<file path="config.mk">
export PLATFORM = sky130hd
export DESIGN_NAME = dlms_front
export DESIGN_NICKNAME = d
export VERILOG_FILES = /design/src/design/dlms_pkg.sv /design/src/design/dlms_front.sv
export SDC_FILE = /design/constraint.sdc
export NUM_CORES = 1
export LEC_CHECK = 0
export BUFFER_PORTS_ARGS = -buffer_cell sky130_fd_sc_hd__buf_2
export CELL_PAD_IN_SITES_DETAIL_PLACEMENT = 0
export CELL_PAD_IN_SITES_GLOBAL_PLACEMENT = 1
export CORE_MARGIN = 10
export CORE_UTILIZATION = 39
export DETAILED_ROUTE_END_ITERATION = 8
export HOLD_SLACK_MARGIN = 0.03
export PLACE_DENSITY_LB_ADDON = 0.12
export SYNTH_ARGS = -nofsm -noshare
export SYNTH_HDL_FRONTEND = slang
export SYNTH_SLANG_ARGS = --single-unit
</file>
<file path="constraint.sdc">
create_clock -name clk_i -period 2.4 [get_ports clk_i]
set_clock_uncertainty 0.15 [all_clocks]
set_input_delay 0.36 -clock clk_i [delete_from_list [all_inputs] [get_ports clk_i]]
set_output_delay 0.36 -clock clk_i [all_outputs]
set_load 0.005 [all_outputs]
</file>
<file path="src/design/dlms_pkg.sv">
// ----------------------------------------------------------------------------
// dlms_pkg: shared types and constants for the DFA longest-match scanner
// Widths, input kind codes, queue item format and table geometry.
// ----------------------------------------------------------------------------
package dlms_pkg;

  // field widths
  localparam int KIND_W  = 2;
  localparam int STATE_W = 8;
  localparam int BYTE_W  = 8;
  localparam int LEN_W   = 16;

  // table geometry: one entry per (state, byte)
  localparam int NUM_STATES = 256;
  localparam int ALPHABET   = 256;
  localparam int TBL_DEPTH  = NUM_STATES * ALPHABET;
  localparam int TBL_AW     = STATE_W + BYTE_W;

  // front/back queue
  localparam int QDEPTH = 4;
  localparam int QPTR_W = 2;

  // input kind codes
  localparam logic [KIND_W-1:0] KIND_LOAD_TRANS  = 2'd0;
  localparam logic [KIND_W-1:0] KIND_LOAD_ACCEPT = 2'd1;
  localparam logic [KIND_W-1:0] KIND_SCAN        = 2'd2;

  // special states
  localparam logic [STATE_W-1:0] START_STATE = 8'd1;
  localparam logic [STATE_W-1:0] ERROR_STATE = 8'd0;

  // operation carried through the queue
  typedef enum logic [1:0] {
    OP_LOAD_TRANS  = 2'd0,
    OP_LOAD_ACCEPT = 2'd1,
    OP_SCAN        = 2'd2
  } op_e;

  // one queued beat
  typedef struct packed {
    op_e                op;
    logic [STATE_W-1:0] st;    // from_state of a load
    logic [BYTE_W-1:0]  byt;   // on_byte of a load or data_byte of a scan
    logic [STATE_W-1:0] nxt;   // to_state of a transition load
    logic               abit;  // accept flag of a flag load
    logic               last;  // last byte of the string
  } item_t;

endpackage

</file>
<file path="src/design/dlms_front.sv">
// ----------------------------------------------------------------------------
// dlms_front: input intake and classification
// Takes input beats, decodes the kind, drops unknown kinds and queues the
// rest for the back end in a small FIFO.
// ----------------------------------------------------------------------------
module dlms_front (
  input  logic                          clk_i,
  input  logic                          rst_ni,
  input  logic                          in_valid_i,
  output logic                          in_stall_o,
  input  logic [dlms_pkg::KIND_W-1:0]   kind_i,
  input  logic [dlms_pkg::STATE_W-1:0]  from_state_i,
  input  logic [dlms_pkg::BYTE_W-1:0]   on_byte_i,
  input  logic [dlms_pkg::STATE_W-1:0]  to_state_i,
  input  logic                          accept_bit_i,
  input  logic [dlms_pkg::BYTE_W-1:0]   data_byte_i,
  input  logic                          last_byte_i,
  output logic                          q_valid_o,
  output dlms_pkg::item_t               q_item_o,
  input  logic                          q_pop_i
);
  import dlms_pkg::*;

  item_t               q_mem [QDEPTH];
  logic [QPTR_W-1:0]   wr_ptr_q, rd_ptr_q;
  logic [QPTR_W:0]     cnt_q;
  item_t               item_d;
  logic                keep;
  logic                push;

  // classify the incoming beat
  always_comb begin
    keep        = 1'b1;
    item_d.op   = OP_SCAN;
    item_d.st   = from_state_i;
    item_d.byt  = on_byte_i;
    item_d.nxt  = to_state_i;
    item_d.abit = accept_bit_i;
    item_d.last = last_byte_i;
    unique case (kind_i)
      KIND_LOAD_TRANS:  item_d.op = OP_LOAD_TRANS;
      KIND_LOAD_ACCEPT: item_d.op = OP_LOAD_ACCEPT;
      KIND_SCAN: begin
        item_d.op  = OP_SCAN;
        item_d.byt = data_byte_i;
      end
      default:          keep = 1'b0;  // unknown kind: taken and dropped
    endcase
  end

  assign in_stall_o = (cnt_q == (QPTR_W+1)'(QDEPTH));
  assign push       = in_valid_i && !in_stall_o && keep;
  assign q_valid_o  = (cnt_q != '0);
  assign q_item_o   = q_mem[rd_ptr_q];

  // queue storage
  always_ff @(posedge clk_i) begin
    if (push) begin
      q_mem[wr_ptr_q] <= item_d;
    end
  end

  // queue pointers and fill count
  always_ff @(posedge clk_i or negedge rst_ni) begin
    if (!rst_ni) begin
      wr_ptr_q <= '0;
      rd_ptr_q <= '0;
      cnt_q    <= '0;
    end else begin
      if (push) begin
        wr_ptr_q <= wr_ptr_q + QPTR_W'(1);
      end
      if (q_pop_i) begin
        rd_ptr_q <= rd_ptr_q + QPTR_W'(1);
      end
      unique case ({push, q_pop_i})
        2'b10:   cnt_q <= cnt_q + (QPTR_W+1)'(1);
        2'b01:   cnt_q <= cnt_q - (QPTR_W+1)'(1);
        default: cnt_q <= cnt_q;
      endcase
    end
  end

endmodule

</file>
==> results of run 1 <==
==> power breakdown <==
group / leakage (nW) / internal (mW) / total [mW] / switching, mW
Clock: 0.329 / 2.04 / 2.89 / 0.850
Combinational: 0.771 / 1.02 / 1.87 / 0.855
Sequential: 1.10 / 2.67 / 2.81 / 0.144
==> state kept, by name (all words and copies together), names as in the netlist <==
name      flops
wr_ptr_q      2
q_mem       112
rd_ptr_q      2
cnt_q         3
==> logic make-up after synthesis <==
group / Yosys count / synth area share, %
compound gates: 1 / 0.437
xor+xnor: 6 / 1.15
fa+ha+maj: 6 / 1.80
buf+inv: 12 / 1.39
flops: 119 / 77.3
mux: 38 / 16.3
simple gates: 10 / 1.59
==> worst paths after layout <==
check,start,end,cells after the start
max,rd_ptr_q[0],q_item_o[11],3
min,kind_i[1],q_mem[2][27],1
max reg2reg,cnt_q[2],cnt_q[2],8
min reg2reg,cnt_q[2],cnt_q[2],1
max in group asynchronous,rst_ni,rd_ptr_q[0],2
min in group asynchronous,rst_ni,cnt_q[0],2
==> area by class of cell <==
type / instances / area (sq um) / share of cell area [%]
well taps: 143 / 179 / 2.93
multi-input cells: 61 / 978 / 16.0
repair buffers: 100 / 703 / 11.5
flip-flops and latches: 119 / 3540 / 58.1
inverters: 4 / 15.0 / 0.246
clock inverters: 14 / 253 / 4.15
clock buffers: 18 / 429 / 7.04
==> worst register-to-register path: stages (launching register included) <==
cell	delay, ns
dfrtp_1	0.39
nor3b_4	0.17
a211oi_4	0.22
inv_1	0.06
ha_1	0.22
fa_1	0.39
xnor2_1	0.13
nor2_1	0.11
xor2_1	0.16
==> metrics by stage <==
step	std cells	hold WS (ns)	setup WS, ns
3_3_place_gp	406	0.0572	0.340
5_1_grt	459	0.124	0.127
6_report	459	0.113	0.186
3_5_place_dp	406	0.0620	0.303
4_1_cts	459	0.0894	0.149
2_1_floorplan	192	-0.0856	0.239
==> timing repair <==
| item | 4_1_cts | 5_1_grt |
|---|---|---|
| buffers inserted | 1 | 0 |
| hold buffers | 20 | 0 |
| endpoints found under the setup margin | 1 | 0 |
| endpoints found under the hold margin | 80 | 0 |
==> synth_stat cells (all sizes together) <==
master	count	share of area (%)
nand2	1	0.082
or3	1	0.16
ha	5	1.4
nor3b	1	0.41
nor2b	2	0.27
dfrtp	7	3.8
a211oi	1	0.44
buf	7	0.98
xnor2	4	0.77
fa	1	0.44
xor2	2	0.38
nor2	1	0.082
clkbuf	1	0.082
inv	4	0.33
and2	4	0.57
mux2	10	2.5
mux4	28	14
edfxtp	112	73
==> metal layers <==
layer	vias up	share of wire, %	track usage (%)	wire length (um)
met5	-	0	0	0
met4	0	1.5	5.17	135
met3	10	5.4	4.56	468
met2	49	49	17.5	4270
met1	1138	44	13.5	3850
li1	1019	-	-	-
==> results.py, run 1 <==
metrics = {
    "run_status": {
        "status": "finished, final reports clean",
    },
    "routing": {
        "first_pass_iters": 4,
        "wl_mm": 8.72,
        "vias_per_cell": 4.83,
        "drtIter0Drc": 130,
        "vias": 2216,
        "route.detailed.drc": 0,
        "post_drt_wl_per_cell_um": 19.0,
        "ant_nets": 0,
    },
    "layout": {
        "fillers": 905,
        "layout_commonest_cell": "edfxtp_1",
        "drive_gt1_share_pct": 48.1,
        "final_cell_mix": "edfxtp_1, buf_2, mux4_2",
        "fin_area_sq_um": 6100,
        "syn_to_final_growth_pct": 33.2,
        "post-route-util_pct": 53.2,
        "n_antenna_cell": 0,
        "fin_nets": 349,
    },
    "setup_path": {
        "critPathSlowestCell": "mux4_2",
        "path_max_fanout": 14,
        "crit_path_start_kind": "flop",
        "worstSetupEndpointType": "output pin",
        "worstSetupPathType": "flop to output pin",
        "cp.required_ns": 1.89,
        "path_cells": "buf_12 -> mux4_2 -> buf_2",
        "critical-path-top-delay-family": "multiplexers",
        "crit_buf_inv": 2,
        "slowest_delay_ns": 0.54,
        "worstPathArrival_ns": 1.70,
        "rrSetupSlack_ns": 0.31,
    },
    "timing": {
        "setup_viol": 0,
        "tightest_slew_ns": 0.326,
        "grt_setup_unrepaired": "no",
        "slew_headroom_pct": 78.2,
        "period_minus_slack_ns": 2.21,
        "hold_viol": 0,
        "fmax_mhz": 452,
        "slew_viol_final": 0,
        "fin_crit_sh_pct": 92.3,
        "setup-tns-final_ns": 0,
    },
    "worst_hold_path": {
        "worst_hold_path_type": "input pin to flop",
    },
    "die": {
        "die_w_um": 128,
        "dieArea_sq_um": 16500,
        "rows": 39,
        "core_sq_um": 11500,
        "boundaryPins": 70,
        "fp.dieH_um": 128,
        "initial_core_util_pct": 39.9,
    },
    "clock_tree": {
        "clockRootBuffer": "clkbuf_16",
        "h-tree-depth": 4,
        "cts_tree": "built",
        "numCtsBuffers": 17,
        "clock_latency_ns": 0.41,
        "cts_sinks": 119,
        "cts_buffer_depth": 2,
        "ctsResizeCount": 0,
        "path_clk_slew_ns": 0.05,
    },
    "logic_synthesis": {
        "syn_inst": 192,
        "synth_area_per_cell_sq_um": 23.8,
        "synth_cell_types": 22,
        "yosysWarnings": 0,
        "ys_ff_latch": 119,
        "synthesis.nets": 238,
        "ys_seq_area_share_pct": 77.3,
        "syn_area_sq_um": 4580,
    },
    "power_and_ir_drop": {
        "power_mw": 7.58,
        "ir_worst_vdd_mv": 0.747,
        "power_density_nw_per_um2": 1240,
        "leakage_nw": 2.20,
    },
    "grt": {
        "grt_util_all_layers_pct": 11.3,
        "grt_max_degree": 25,
        "antenna_found_initial": 0,
        "grt_pass1_wl_mm": 13.9,
        "grt_pass1_vias": 2551,
        "overflow": 0,
    },
    "place": {
        "place_hpwl_mm": 5.66,
        "placed_cell_area_sq_um": 5210,
        "portBuffers": 69,
        "routabilityCongestion": 0.720,
    },
    "flow_run": {
        "maxCapViolations": 0,
    },
}
No activity file was read; power rests on OpenSTA's default activity.
==> run 2, diff against run 1 <==
--- a/config.mk
+++ b/config.mk
@@ -8,6 +8,7 @@
 export BUFFER_PORTS_ARGS = -buffer_cell sky130_fd_sc_hd__buf_2
 export CELL_PAD_IN_SITES_DETAIL_PLACEMENT = 0
 export CELL_PAD_IN_SITES_GLOBAL_PLACEMENT = 1
+export CORE_ASPECT_RATIO = 0.8
 export CORE_MARGIN = 10
 export CORE_UTILIZATION = 39
 export DETAILED_ROUTE_END_ITERATION = 8
==> results.py, run 2 (same netlist as run 1, synthesis figures left out) <==
metrics = {
    "routing": {
        "route.met2.wl_mm": 4.12,
        "wl_met3_um": 538,
        "wl_mm": 8.51,
        "route.detailed.drc": 0,
        "post_drt_wl_per_cell_um": 18.6,
        "vias": 2158,
        "first_pass_iters": 4,
        "ant_nets": 0,
        "drtIter0Drc": 128,
        "wl_met1_mm": 3.72,
        "vias_per_cell": 4.71,
        "top_layer": "met4",
    },
    "clock_tree": {
        "cts_sinks": 119,
        "cts_buffer_depth": 2,
        "clockRootBuffer": "clkbuf_16",
        "ctsResizeCount": 0,
        "cts_tree": "built",
        "path_clk_slew_ns": 0.05,
        "post-cts-setup-buffers": 0,
        "numCtsBuffers": 17,
        "h-tree-depth": 4,
        "hold_buffers": 17,
        "clock_latency_ns": 0.40,
    },
    "power_and_ir_drop": {
        "power_frac_clock_pct": 30.6,
        "internal_power_mw": 4.88,
        "seqPwrFrac_pct": 42.1,
        "p_sw_share_pct": 26.4,
        "pwr-share-comb_pct": 27.3,
        "leakage_nw": 2.09,
        "ir_worst_vdd_mv": 0.529,
        "power_mw": 6.63,
        "power_density_nw_per_um2": 1140,
        "p_sw_mw": 1.75,
    },
    "setup_path": {
        "worstPathArrival_ns": 1.75,
        "r2r_end": "cnt_q[2]",
        "crit_path_start_kind": "flop",
        "critPathSlowestCell": "mux4_2",
        "worstSetupEndpointType": "output pin",
        "path_cells": "buf_12 -> mux4_2 -> buf_2",
        "worstSetupPathType": "flop to output pin",
        "cp.required_ns": 1.89,
        "reg2reg_depth": 8,
        "path_max_fanout": 30,
        "slowest_delay_ns": 0.57,
        "r2r-start": "cnt_q[2]",
        "rrSetupSlack_ns": 0.32,
    },
    "grt": {
        "antenna_found_initial": 0,
        "grt_util_all_layers_pct": 11.2,
        "grt_max_degree": 31,
        "overflow": 0,
        "grt_pass1_vias": 2483,
        "grt_pass1_wl_mm": 13.6,
    },
    "die": {
        "core_sq_um": 11500,
        "rows": 35,
        "die_w_um": 141,
        "initial_core_util_pct": 39.7,
        "fp.dieH_um": 117,
        "boundaryPins": 70,
        "dieArea_sq_um": 16500,
    },
    "layout": {
        "final_cell_mix": "edfxtp_1, buf_2, mux4_2",
        "regMostFlops": "q_mem",
        "largest_reg_flops": 112,
        "layout.cells.non_filler": 458,
        "n_antenna_cell": 0,
        "layout_commonest_cell": "edfxtp_1",
        "syn_to_final_growth_pct": 27.2,
        "seqCellArea_sq_um": 3540,
        "post-route-util_pct": 50.5,
        "multiInputGateArea_sq_um": 978,
        "fillers": 933,
        "drive_gt1_share_pct": 46.8,
        "reg_top3": "q_mem: 112 flops, cnt_q: 3 flops",
        "fin_nets": 347,
    },
    "timing": {
        "fin_crit_sh_pct": 94.3,
        "slew_headroom_pct": 81.6,
        "grt_setup_unrepaired": "no",
        "fmax_mhz": 442,
        "setup_viol": 0,
        "setup-tns-final_ns": 0,
        "slew_viol_final": 0,
        "period_minus_slack_ns": 2.26,
        "tightest_slew_ns": 0.276,
        "hold_viol": 0,
    },
    "place": {
        "portBuffers": 69,
        "routabilityCongestion": 0.662,
        "place_inst": 413,
        "place_hpwl_mm": 5.41,
    },
    "worst_hold_path": {
        "worst_hold_path_type": "input pin to flop",
        "hold_start": "to_state_i[2]",
        "min_delay_path_depth": 1,
        "min_to": "q_mem[3][4]",
    },
    "run_status": {
        "status": "finished, final reports clean",
    },
    "flow_run": {
        "maxCapViolations": 0,
    },
}
run 2: final cells by class:
class	count	share of cell area, %
Timing Repair Buffer	98	10.8
Clock inverter	10	0.731
Tap cell	148	3.18
Inverter	4	0.258
Sequential cell	119	60.8
Multi-Input combinational cell	61	16.8
Clock buffer	18	7.37
run 2: critical path: cells and delay by family, from the launching register on:
kind                   cells  cell delay [ns]
buffers and inverters      2             0.41
DFF                        1             0.37
muxes                      1             0.57
run 2: worst max-delay path by stage:
| stage | start | end | depth (start not counted) |
|---|---|---|---|
| after floorplan | cnt_q[2] | q_mem[0][0] | 3 |
| after global placement | cnt_q[2] | cnt_q[2] | 8 |
| after detailed placement | cnt_q[2] | cnt_q[2] | 8 |
| after CTS | rd_ptr_q[0] | q_item_o[18] | 3 |
| after global routing | rd_ptr_q[0] | q_item_o[18] | 3 |
| final | rd_ptr_q[0] | q_item_o[10] | 3 |
run 2: power groups by stage:
| stage | Sequential, mW | Clock (mW) | Combinational, mW |
|---|---|---|---|
| 2_1_floorplan | 2.80 | 0 | 1.14 |
| 3_3_place_gp | 2.82 | 0 | 1.87 |
| 3_5_place_dp | 2.83 | 0 | 1.86 |
| 4_1_cts | 2.79 | 2.08 | 1.89 |
| 5_1_grt | 2.82 | 2.20 | 2.03 |
| 6_report | 2.79 | 2.03 | 1.81 |
run 2: stage by stage:
| stage | cell area (sq um) | worst slack [ns] | hold WS [ns] |
|---|---|---|---|
| 6_report | 5820 | 0.136 | 0.0492 |
| 5_1_grt | 5820 | 0.0219 | 0.0356 |
| 4_1_cts | 5820 | 0.0901 | 0.0331 |
| 3_5_place_dp | 5180 | 0.321 | 0.0676 |
| 3_3_place_gp | 5180 | 0.354 | 0.0627 |
| 2_1_floorplan | 4580 | 0.239 | -0.0856 |
run 2: layer usage:
layer  global-route usage (%)  up-vias
li1                         -     1009
met1                     13.1     1082
met2                     17.5       51
met3                     4.92       16
met4                     5.15        0
met5                        0        -
==> run 3, diff against run 2 <==
--- a/config.mk
+++ b/config.mk
@@ -14,6 +14,7 @@
 export DETAILED_ROUTE_END_ITERATION = 8
 export HOLD_SLACK_MARGIN = 0.03
 export PLACE_DENSITY_LB_ADDON = 0.12
+export SLEW_MARGIN = 20
 export SYNTH_ARGS = -nofsm -noshare
 export SYNTH_HDL_FRONTEND = slang
 export SYNTH_SLANG_ARGS = --single-unit
==> constraint.sdc (replaced) <==
create_clock -name clk_i -period 1.9 [get_ports clk_i]
set_clock_uncertainty 0.15 [all_clocks]
set_input_delay 0.285 -clock clk_i [delete_from_list [all_inputs] [get_ports clk_i]]
set_output_delay 0.285 -clock clk_i [all_outputs]
set_load 0.005 [all_outputs]
==> results.py, run 3 (same netlist as run 1, synthesis figures left out) <==
metrics = {
    "run_status": {
        "status": "complete, but fails checks",
        "violations": "setup timing",
    },
    "layout": {
        "drive_gt1_share_pct": 50.0,
        "layout.cells.non_filler": 476,
        "fin_nets": 362,
        "fin_area_sq_um": 6130,
        "syn_to_final_growth_pct": 34.0,
        "largest_reg_flops": 112,
        "post-route-util_pct": 53.2,
        "reg_top3": "q_mem: 112 flops, cnt_q: 3 flops",
        "layout_commonest_cell": "edfxtp_1",
        "n_antenna_cell": 0,
        "regMostFlops": "q_mem",
        "final_cell_mix": "edfxtp_1, buf_2, mux4_2",
    },
    "timing": {
        "fmax_mhz": 468,
        "slew_viol_final": 0,
        "tightest_slew_ns": 0.220,
        "hold_viol": 0,
        "layout_setup_ws_ns": -0.239,
        "period_minus_slack_ns": 2.14,
        "fin_crit_sh_pct": 113,
        "grt_setup_unrepaired": "yes",
        "slew_headroom_pct": 85.3,
        "setup_viol": 30,
    },
    "routing": {
        "vias_per_cell": 4.77,
        "drtIter0Drc": 88,
        "post_drt_wl_per_cell_um": 18.6,
        "route.detailed.drc": 0,
        "vias": 2269,
        "first_pass_iters": 4,
        "wl_mm": 8.87,
        "ant_nets": 0,
    },
    "die": {
        "initial_core_util_pct": 39.7,
        "rows": 35,
        "boundaryPins": 70,
        "core_sq_um": 11500,
        "die_w_um": 141,
        "dieArea_sq_um": 16500,
        "fp.dieH_um": 117,
    },
    "place": {
        "preCtsSetupSlack_ns": -0.0110,
        "place_hpwl_mm": 5.64,
        "routabilityCongestion": 0.638,
        "portBuffers": 69,
        "placed_cell_area_sq_um": 5330,
        "place_inst": 421,
    },
    "setup_path": {
        "crit_path_start_kind": "flop",
        "path_max_fanout": 15,
        "cp.required_ns": 1.46,
        "worstSetupEndpointType": "output pin",
        "reg2reg_depth": 6,
        "worstPathArrival_ns": 1.70,
        "worstSetupPathType": "flop to output pin",
    },
    "flow_run": {
        "maxCapViolations": 0,
    },
    "clock_tree": {
        "h-tree-depth": 4,
        "path_clk_slew_ns": 0.05,
        "numCtsBuffers": 17,
        "cts_sinks": 119,
        "cts_buffer_depth": 2,
        "clock_latency_ns": 0.40,
        "clockRootBuffer": "clkbuf_16",
        "cts_tree": "built",
    },
    "worst_hold_path": {
        "min_delay_path_depth": 2,
        "worst_hold_path_type": "input pin to flop",
    },
    "grt": {
        "grt_pass1_wl_mm": 13.8,
        "overflow": 0,
        "grt_pass1_vias": 2517,
        "antenna_found_initial": 0,
        "grt_max_degree": 27,
        "grt_util_all_layers_pct": 11.3,
    },
    "power_and_ir_drop": {
        "ir_worst_vdd_mv": 0.924,
        "power_density_nw_per_um2": 1470,
        "leakage_nw": 2.22,
        "power_mw": 9.01,
    },
}
==> run 3: worst paths after layout <==
| kind | start | to | slack, ns |
|---|---|---|---|
| worst min register to register | cnt_q[2] | cnt_q[2] | 0.40 |
| worst max-delay path | rd_ptr_q[0] | q_item_o[22] | -0.24 |
| min in group asynchronous | rst_ni | cnt_q[2] | 0.14 |
| worst min-delay path | on_byte_i[1] | q_mem[1][11] | 0.09 |
| max in group asynchronous | rst_ni | rd_ptr_q[0] | 1.29 |
| worst max register to register | cnt_q[2] | cnt_q[1] | -0.03 |
==> run 3: final cells by class <==
class,count,area [sq um]
sequential,119,3540
clock buffer,18,429
clock inverter,13,90.1
inverter,4,15.0
multi-input combinational,61,1000
timing repair buffer,113,871
fill,912,5390
tap,148,185
==> run 3: repair_timing <==
| item | 4_1_cts | 5_1_grt |
|---|---|---|
| hold buffers | 20 | 0 |
| hold endpoints to repair | 80 | 0 |
| gates resized for setup | 8 | 2 |
| buffers inserted | 2 | 3 |
| pin swaps | 4 | 2 |
| endpoints found under the setup margin | 31 | 31 |
==> run 3: worst max-delay path, stage by stage (launching register included) <==
cell,delay (ns)
dfrtp_2,0.41
buf_12,0.19
mux4_2,0.56
buf_6,0.14
==> run 3: metal layers <==
layer | wire length [um] | GRT usage, % | vias up
li1 | - | - | 1043
met1 | 3800 | 13.3 | 1162
met2 | 4450 | 18.1 | 56
met3 | 535 | 5.24 | 8
met4 | 80 | 3.71 | 0
met5 | 0 | 0 | -
==> run 3: report_power, final <==
| group | internal (mW) | total [mW] | switching, mW |
|---|---|---|---|
| Sequential | 3.37 | 3.52 | 0.152 |
| Combinational | 1.54 | 2.72 | 1.18 |
| Clock | 1.75 | 2.77 | 1.02 |
| Total | 6.66 | 9.01 | 2.35 |
==> run 3: metrics by stage <==
| step | setup TNS, ns | hold slack [ns] |
|---|---|---|
| after global placement | -0.00845 | -0.0210 |
| after CTS | -6.55 | 0.0751 |
| after global routing | -7.96 | 0.0789 |
| after floorplan | -0.206 | -0.161 |
| after detailed placement | -0.0110 | -0.0141 |
| final | -5.46 | 0.0883 |
